`src/design/sfr_pkg.sv`:
```
`default_nettype none

package sfr_pkg;

  localparam int unsigned ByteW    = 8;
  localparam int unsigned CfgLenW  = 4;
  localparam int unsigned CfgDataW = 64;
  localparam int unsigned CfgIdxW  = 2;

  typedef enum logic [CfgIdxW-1:0] {
    CfgPatBytes = 2'd0,
    CfgPatLen   = 2'd1,
    CfgRepBytes = 2'd2,
    CfgRepLen   = 2'd3
  } cfg_reg_e;

  typedef struct packed {
    logic [ByteW-1:0] in_byte;
    logic             in_last;
  } in_t;

  typedef struct packed {
    logic [ByteW-1:0] out_byte;
    logic             out_valid;
    logic             out_last;
  } out_t;

  typedef struct packed {
    logic             accept;
    logic             shift;
    logic [ByteW-1:0] data;
  } win_ctrl_t;

  typedef struct packed {
    logic load;
    logic shift;
  } oq_ctrl_t;

endpackage

`default_nettype wire

```
`src/design/stream_find_and_replace.sv`:
```
// Channel  | Direction | Handshake               | Payload
// config   | in        | cfg_valid_i/cfg_ready_o | cfg_index_i, cfg_data_i
// source   | in        | in_valid_i/in_stall_o   | in_data_i (in_byte, in_last)
// edited   | out       | out_valid_o/out_stall_i | out_data_o (out_byte, out_valid, out_last)
//
// A source byte is taken every cycle while at most one result waits in the output queue.
// A matching byte emits r replacement bytes, one per cycle while out_stall_i is low, and an end
// of string flushes up to the pattern length in bytes; the single output port sets this rate.
// The window is a row of MAX_PATTERN byte cells that compare and shift in the cycle of transfer.
// Reset clears config, fill, count and the queue at once but not the window; no clearing pass.
// A stalled output holds its result and the source is stalled once two results wait.
`default_nettype none

module stream_find_and_replace #(
  parameter int unsigned MAX_PATTERN = 8,
  parameter int unsigned MAX_REPLACE = 8
) (
  input  wire logic                           clk_i,
  input  wire logic                           rst_ni,
  input  wire logic                           cfg_valid_i,
  output logic                                cfg_ready_o,
  input  wire logic [sfr_pkg::CfgIdxW-1:0]    cfg_index_i,
  input  wire logic [sfr_pkg::CfgDataW-1:0]   cfg_data_i,
  input  wire logic                           in_valid_i,
  output logic                                in_stall_o,
  input  wire sfr_pkg::in_t                   in_data_i,
  output logic                                out_valid_o,
  input  wire logic                           out_stall_i,
  output sfr_pkg::out_t                       out_data_o
);

  localparam int unsigned MaxRes = (MAX_PATTERN > MAX_REPLACE) ? MAX_PATTERN : MAX_REPLACE;
  localparam int unsigned QDepth = MaxRes + 1;
  localparam int unsigned CntW   = $clog2(QDepth + 1);
  localparam int unsigned FillW  = (MAX_PATTERN > 1) ? $clog2(MAX_PATTERN) : 1;

  logic [sfr_pkg::CfgDataW-1:0] pat_bytes_q;
  logic [sfr_pkg::CfgLenW-1:0]  pat_len_q;
  logic [sfr_pkg::CfgDataW-1:0] rep_bytes_q;
  logic [sfr_pkg::CfgLenW-1:0]  rep_len_q;
  logic                         cfg_we;
  logic                         pat_len_we;

  logic [FillW-1:0]             fill_q;
  logic [FillW-1:0]             fill_d;
  logic [CntW-1:0]              count_q;
  logic [CntW-1:0]              count_d;

  logic [sfr_pkg::CfgLenW-1:0]  plen;
  logic [sfr_pkg::CfgLenW-1:0]  rlen;
  logic                         plen_nz;
  logic                         accept;
  logic                         last;
  logic                         full;
  logic                         hit;
  logic                         bare;
  logic                         pop;
  logic                         base_one;
  logic [CntW-1:0]              n_raw;
  logic [CntW-1:0]              n_res;
  logic [MAX_PATTERN-1:0]       eq;
  logic [MAX_PATTERN-1:0]       mask;
  logic [sfr_pkg::ByteW-1:0]    eff [MAX_PATTERN];
  sfr_pkg::win_ctrl_t           win_ctrl;
  sfr_pkg::out_t                lst [MaxRes];
  sfr_pkg::out_t                q_entry [QDepth];
  logic [QDepth-1:0]            q_occ;

  assign cfg_ready_o = 1'b1;
  assign cfg_we      = cfg_valid_i && cfg_ready_o;
  assign pat_len_we  = cfg_we && (sfr_pkg::cfg_reg_e'(cfg_index_i) == sfr_pkg::CfgPatLen);

  always_ff @(posedge clk_i or negedge rst_ni) begin
    if (!rst_ni) begin
      pat_bytes_q <= '0;
      pat_len_q   <= '0;
      rep_bytes_q <= '0;
      rep_len_q   <= '0;
    end else if (cfg_we) begin
      case (sfr_pkg::cfg_reg_e'(cfg_index_i))
        sfr_pkg::CfgPatBytes: pat_bytes_q <= cfg_data_i;
        sfr_pkg::CfgPatLen:   pat_len_q   <= cfg_data_i[sfr_pkg::CfgLenW-1:0];
        sfr_pkg::CfgRepBytes: rep_bytes_q <= cfg_data_i;
        sfr_pkg::CfgRepLen:   rep_len_q   <= cfg_data_i[sfr_pkg::CfgLenW-1:0];
        default: ;
      endcase
    end
  end

  assign plen = (pat_len_q > sfr_pkg::CfgLenW'(MAX_PATTERN)) ?
                sfr_pkg::CfgLenW'(MAX_PATTERN) : pat_len_q;
  assign rlen = (rep_len_q > sfr_pkg::CfgLenW'(MAX_REPLACE)) ?
                sfr_pkg::CfgLenW'(MAX_REPLACE) : rep_len_q;
  assign plen_nz = (plen != '0);

  assign accept = in_valid_i && !in_stall_o;
  assign last   = in_data_i.in_last;

  for (genvar i = 0; i < MAX_PATTERN; i++) begin : g_win
    logic [sfr_pkg::ByteW-1:0] right;
    if (i + 1 < MAX_PATTERN) begin : g_mid
      assign right = eff[i+1];
    end else begin : g_end
      assign right = '0;
    end
    assign mask[i] = (sfr_pkg::CfgLenW'(i) < plen);
    sfr_win_cell #(
      .FillW(FillW),
      .Index(i)
    ) u_cell (
      .clk_i  (clk_i),
      .ctrl_i (win_ctrl),
      .fill_i (fill_q),
      .pat_i  (pat_bytes_q[sfr_pkg::ByteW*i +: sfr_pkg::ByteW]),
      .right_i(right),
      .eff_o  (eff[i]),
      .eq_o   (eq[i])
    );
  end

  assign full = plen_nz && ((sfr_pkg::CfgLenW'(fill_q) + sfr_pkg::CfgLenW'(1)) == plen);
  assign hit  = full && (&(eq | ~mask));

  assign win_ctrl.accept = accept;
  assign win_ctrl.shift  = full && !hit;
  assign win_ctrl.data   = in_data_i.in_byte;

  always_comb begin
    if (!plen_nz) begin
      n_raw = CntW'(1);
    end else if (hit) begin
      n_raw = CntW'(rlen);
    end else if (full) begin
      n_raw = last ? CntW'(plen) : CntW'(1);
    end else begin
      n_raw = last ? (CntW'(fill_q) + CntW'(1)) : '0;
    end
  end

  assign bare  = last && (n_raw == '0);
  assign n_res = bare ? CntW'(1) : n_raw;

  for (genvar k = 0; k < MaxRes; k++) begin : g_lst
    logic [sfr_pkg::ByteW-1:0] rep_b;
    logic [sfr_pkg::ByteW-1:0] win_b;
    if (k < MAX_REPLACE) begin : g_rep
      assign rep_b = rep_bytes_q[sfr_pkg::ByteW*k +: sfr_pkg::ByteW];
    end else begin : g_norep
      assign rep_b = '0;
    end
    if (k < MAX_PATTERN) begin : g_w
      assign win_b = eff[k];
    end else begin : g_now
      assign win_b = '0;
    end
    assign lst[k].out_byte  = bare ? '0 : (hit ? rep_b : win_b);
    assign lst[k].out_valid = !bare;
    assign lst[k].out_last  = last && (CntW'(k + 1) == n_res);
  end

  always_comb begin
    fill_d = fill_q;
    if (pat_len_we) begin
      fill_d = '0;
    end else if (accept) begin
      if (!plen_nz || hit || last) begin
        fill_d = '0;
      end else if (!full) begin
        fill_d = fill_q + FillW'(1);
      end
    end
  end

  assign pop      = q_occ[0] && !out_stall_i;
  assign base_one = !pop && (count_q != '0);

  for (genvar k = 0; k < QDepth; k++) begin : g_oq
    sfr_pkg::out_t     src0;
    sfr_pkg::out_t     src1;
    sfr_pkg::out_t     right;
    logic              right_occ;
    logic              load_here;
    sfr_pkg::oq_ctrl_t ctrl;
    if (k < MaxRes) begin : g_s0
      assign src0 = lst[k];
    end else begin : g_s0z
      assign src0 = '0;
    end
    if (k >= 1) begin : g_s1
      assign src1 = lst[k-1];
      assign load_here = base_one ? (CntW'(k - 1) < n_res) : (CntW'(k) < n_res);
    end else begin : g_s1z
      assign src1 = '0;
      assign load_here = !base_one && (n_res != '0);
    end
    if (k + 1 < QDepth) begin : g_r
      assign right     = q_entry[k+1];
      assign right_occ = q_occ[k+1];
    end else begin : g_rz
      assign right     = '0;
      assign right_occ = 1'b0;
    end
    assign ctrl.load  = accept && load_here;
    assign ctrl.shift = pop;
    sfr_out_cell u_cell (
      .clk_i      (clk_i),
      .rst_ni     (rst_ni),
      .ctrl_i     (ctrl),
      .load_i     (base_one ? src1 : src0),
      .right_i    (right),
      .right_occ_i(right_occ),
      .entry_o    (q_entry[k]),
      .occ_o      (q_occ[k])
    );
  end

  always_comb begin
    if (accept) begin
      count_d = (base_one ? CntW'(1) : CntW'(0)) + n_res;
    end else begin
      count_d = count_q - CntW'(pop);
    end
  end

  always_ff @(posedge clk_i or negedge rst_ni) begin
    if (!rst_ni) begin
      fill_q  <= '0;
      count_q <= '0;
    end else begin
      fill_q  <= fill_d;
      count_q <= count_d;
    end
  end

  assign in_stall_o  = (count_q > CntW'(1));
  assign out_valid_o = q_occ[0];
  assign out_data_o  = q_entry[0];

endmodule

`default_nettype wire

```
`src/design/sfr_win_cell.sv`:
```
`default_nettype none

module sfr_win_cell #(
  parameter int unsigned FillW = 3,
  parameter int unsigned Index = 0
) (
  input  wire logic                     clk_i,
  input  wire sfr_pkg::win_ctrl_t       ctrl_i,
  input  wire logic [FillW-1:0]         fill_i,
  input  wire logic [sfr_pkg::ByteW-1:0] pat_i,
  input  wire logic [sfr_pkg::ByteW-1:0] right_i,
  output logic      [sfr_pkg::ByteW-1:0] eff_o,
  output logic                          eq_o
);

  logic [sfr_pkg::ByteW-1:0] byte_q;
  logic [sfr_pkg::ByteW-1:0] byte_d;
  logic                      at_fill;

  assign at_fill = (fill_i == FillW'(Index));
  assign eff_o   = (ctrl_i.accept && at_fill) ? ctrl_i.data : byte_q;
  assign eq_o    = (eff_o == pat_i);
  assign byte_d  = ctrl_i.shift ? right_i : eff_o;

  always_ff @(posedge clk_i) begin
    if (ctrl_i.accept) begin
      byte_q <= byte_d;
    end
  end

endmodule

`default_nettype wire

```
`src/design/sfr_out_cell.sv`:
```
`default_nettype none

module sfr_out_cell (
  input  wire logic              clk_i,
  input  wire logic              rst_ni,
  input  wire sfr_pkg::oq_ctrl_t ctrl_i,
  input  wire sfr_pkg::out_t     load_i,
  input  wire sfr_pkg::out_t     right_i,
  input  wire logic              right_occ_i,
  output sfr_pkg::out_t          entry_o,
  output logic                   occ_o
);

  sfr_pkg::out_t entry_q;
  sfr_pkg::out_t entry_d;
  logic          occ_q;
  logic          occ_d;

  always_comb begin
    entry_d = entry_q;
    occ_d   = occ_q;
    if (ctrl_i.load) begin
      entry_d = load_i;
      occ_d   = 1'b1;
    end else if (ctrl_i.shift) begin
      entry_d = right_i;
      occ_d   = right_occ_i;
    end
  end

  always_ff @(posedge clk_i or negedge rst_ni) begin
    if (!rst_ni) begin
      occ_q <= 1'b0;
    end else begin
      occ_q <= occ_d;
    end
  end

  always_ff @(posedge clk_i) begin
    if (ctrl_i.load || ctrl_i.shift) begin
      entry_q <= entry_d;
    end
  end

  assign entry_o = entry_q;
  assign occ_o   = occ_q;

endmodule

`default_nettype wire

```
`config.mk`:
```
export PLATFORM = sky130hd
export DESIGN_NAME = stream_find_and_replace
export DESIGN_NICKNAME = d
export VERILOG_FILES = /design/src/design/sfr_pkg.sv /design/src/design/stream_find_and_replace.sv /design/src/design/sfr_win_cell.sv /design/src/design/sfr_out_cell.sv
export SDC_FILE = /design/constraint.sdc
export NUM_CORES = 1
export LEC_CHECK = 0
export BUFFER_PORTS_ARGS = -buffer_cell sky130_fd_sc_hd__buf_2
export CAP_MARGIN = 20
export CORE_MARGIN = 5
export CORE_UTILIZATION = 55
export CTS_BUF_LIST = sky130_fd_sc_hd__clkbuf_8
export CTS_CLUSTER_DIAMETER = 100
export DETAILED_ROUTE_END_ITERATION = 8
export PLACE_DENSITY = 0.83
export SYNTH_ARGS = -nofsm -noshare
export SYNTH_HDL_FRONTEND = slang
export SYNTH_SLANG_ARGS = --single-unit
```
`constraint.sdc`:
```
create_clock -name clk_i -period 5.5 [get_ports clk_i]
set_clock_uncertainty 0.2 [all_clocks]
set_input_delay 0.275 -clock clk_i [delete_from_list [all_inputs] [get_ports clk_i]]
set_output_delay 0.275 -clock clk_i [all_outputs]
set_load 0.02 [all_outputs]
```
==> results.ini <==
[outcome]
status=finished clean

[layout]
layout-drive-gt1-share_pct=24.6
area_delta_synth_final_pct=17.8
instances_no_fill=2198
finish.instance_area_mm2=0.0199
postLayoutCoreUtil_pct=65.3
nNetsFinal=1850
diodes=0

[floorplan]
ioPinCount=93
die_x_um=185
row_count=64
fp.dieH_um=185
core-area_mm2=0.0304
die-area_mm2=0.0343
initial_core_util_pct=55.5

[synth]
synth.distinct_cells=76
synthAdderAreaFrac_pct=0.741
synth_top_flop_cell=edfxtp_1
synthMuxAreaShare_pct=14.7
synth_top_family_by_area=compound AO/OA/AOI/OAI gates
syn_inst=1571
synth_compound_area_share_pct=16.6
async_flop_share_pct=49.7
ys_seq_elements=306
avgSynthCellArea_um2=10.7
synth_top_area_cell=edfxtp_1
synth-xor-area-share_pct=3.17
ys_top_cells_by_area=edfxtp_1 27%, dfrtp_1 23%, mux2_2 11%
synth_warnings=0
syn_area_mm2=0.0169
ys_seq_area_share_pct=49.9
synth_top_area_share_pct=27.4
synth_edf_count=154
synth.net_count=1661
yosys.area_share.simple_pct=10.6

[timing]
setup_slack_ns=0.212
slew_violations=0
max_slew_margin_pct=34.0
rsz0062_at_grt=no
fmax_ghz=0.189
tightest_slew_ns=0.990
setup_violations=0
final-hold-violation-count=0
min_period_over_period_pct=96.2
period_needed_ns=5.29

[drt]
viasPerCell=6.46
routed_wl_mm=52.4
wl_per_cell_um=23.9
via_count=14195
antenna_left=0
drt_iter0_drc=1900
drt-pass1-iter-count=6
drc_errors=0

[global_route]
grt_pass1_wl_mm=80.2
first_global_vias=13678
track_usage_pct=30.3
grt_start_max_net_pins=96
overflow=0
antenna_found_initial=0

[clocking]
cts_buffer_depth=3
cts-root-buf=clkbuf_8
cts_tree=done
clk_transition_reported_paths_ns=0.06
cts_sinks=306
h-tree-depth=2
clk_latency_ns=0.57
cts-buffers-inserted=50

[place]
dp_cells=2032
portBuffers=91
placed_cell_area_mm2=0.0180
dpl.hpwl_mm=37.6
gp_congestion=1.01
preCtsSetupSlack_ns=-0.00159

[power_and_ir_drop]
irDropWorstVdd_mv=0.204
p_leak_uw=0.00830
p_per_area_mw_per_mm2=412
power_uw=8190

[setup_path]
regToRegStartpoint=count_q[1]
crit_type=register to register
reg2reg_depth=16
cp.arrival_ns=5.40
setup.worst_path.start=count_q[1]
endpoint=g_oq[2].u_cell.entry_o[3]
r2r-end=g_oq[2].u_cell.entry_o[3]
worstPathMaxFanout=39
cp-end-kind=register
cp.required_ns=5.61
ff2ff_setup_slack_ns=0.21
startpoint_type=register

[run]
max_cap_viol_count=0

[min_path]
min_path_type=input port to register

flip-flops by register name (all words and copies together), names as in the netlist:
signal               count
rep_bytes_q             64
pat_len_q                4
g_win.u_cell.byte_q     64
count_q                  4
g_oq.u_cell.occ_o        9
pat_bytes_q             64
g_oq.u_cell.entry_o     90
rep_len_q                4
fill_q                   3
worst max-delay path: stages (launching register included):
cell	delay, ns
dfrtp_1	0.40
or4b_1	0.62
buf_4	0.27
buf_4	0.26
nor3_2	0.27
o21a_1	0.18
o22ai_1	0.08
nor4_1	0.39
buf_4	0.20
a21boi_0	0.13
a211oi_4	0.36
nand3_4	0.22
buf_12	0.27
buf_4	0.26
o21ai_0	0.42
o21ai_0	0.17
mux2_2	0.31
Yosys cell counts (6+ instances only):
master and instances:
nor4_1 6, edfxtp_1 154, ha_1 10, nand4_1 7, nor2_1 69, a21oi_1 70, clkbuf_1 76, mux2_2 165
a22oi_1 54, a211o_1 8, xor2_1 25, buf_4 6, nor3_1 29, mux2i_1 59, nor3b_1 6, o31ai_1 16
o21ai_0 106, nand3_1 33, a222oi_1 11, buf_1 9, a22o_1 15, nand2b_1 12, nand2_1 165, inv_1 60
buf_2 14, o22ai_1 11, and3_1 21, xnor2_1 36, o211ai_1 40, a211oi_1 32, dfrtp_1 152
routing by layer:
| layer | global-route usage, % | part of all wire, % |
|---|---|---|
| met5 | 0 | 0 |
| met2 | 47.2 | 45 |
| met4 | 11.4 | 4.2 |
| met1 | 42.3 | 40 |
| met3 | 6.19 | 11 |
per-stage QoR:
| stage | hold slack [ns] | TNS [ns] |
|---|---|---|
| final | 0.0539 | 0 |
| after global routing | 0.0382 | 0 |
| after CTS | 0.0253 | 0 |
| after detailed placement | 0.238 | -0.00159 |
| after global placement | 0.222 | 0 |
| after floorplan | -0.221 | 0 |
worst min-delay path by stage:
stage,start,endpoint,cells past startpoint
3_3_place_gp,rst_ni,rep_bytes_q[56],1
4_1_cts,in_data_i[3],g_win[3].u_cell.byte_q[2],3
5_1_grt,in_data_i[3],g_win[0].u_cell.byte_q[2],3
2_1_floorplan,rst_ni,count_q[0],0
3_5_place_dp,rst_ni,pat_bytes_q[56],1
6_report,in_data_i[3],g_win[1].u_cell.byte_q[2],3
layout make-up:
| class | count | area (um^2) |
|---|---|---|
| Timing Repair Buffer | 244 | 1830 |
| Fill cell | 2320 | 10600 |
| Clock buffer | 66 | 908 |
| Inverter | 66 | 255 |
| Clock inverter | 28 | 165 |
| Tap cell | 396 | 495 |
| Multi-Input combinational cell | 1092 | 7790 |
| Sequential cell | 306 | 8430 |
where the power goes:
group	total (uW)	leakage (uW)	switching [uW]	internal, uW
registers	3430	0.00323	399	3030
logic	2690	0.00444	1620	1060
clock network	2080	0.000633	913	1170
cell families (layout without fill, tap and decap cells):
group	count (synthesis)	count (layout)
AND/OR/NAND/NOR	381	381
other	1	1
multiplexers	226	226
flip-flops	306	306
XOR/XNOR	61	61
adder cells (fa/ha/maj)	10	10
AO/OA/AOI/OAI	413	413
buffers and inverters	173	404
timing repair:
item | in CTS | in global routing
resized for setup | 1 | 12
endpoints found under the setup margin | 1 | 152
setup buffers | 0 | 2
hold buffers | 69 | 0
hold endpoints to repair | 236 | 0
pin swaps | 0 | 3
cells in the final DEF (no fill, tap or decap), types with 58 or more instances in the layout:
cell           synthesis  final
mux2_2               165    165
nand2_1              165    164
edfxtp_1             154    154
dfrtp_1              152    152
o21ai_0              106    103
buf_2                 14     90
inv_1                 60     79
buf_4                  6     78
a21oi_1               70     70
nor2_1                69     69
dlygate4sd3_1          0     69
clkbuf_8               0     66
mux2i_1               59     58
(Power assumes the default switching activity.)
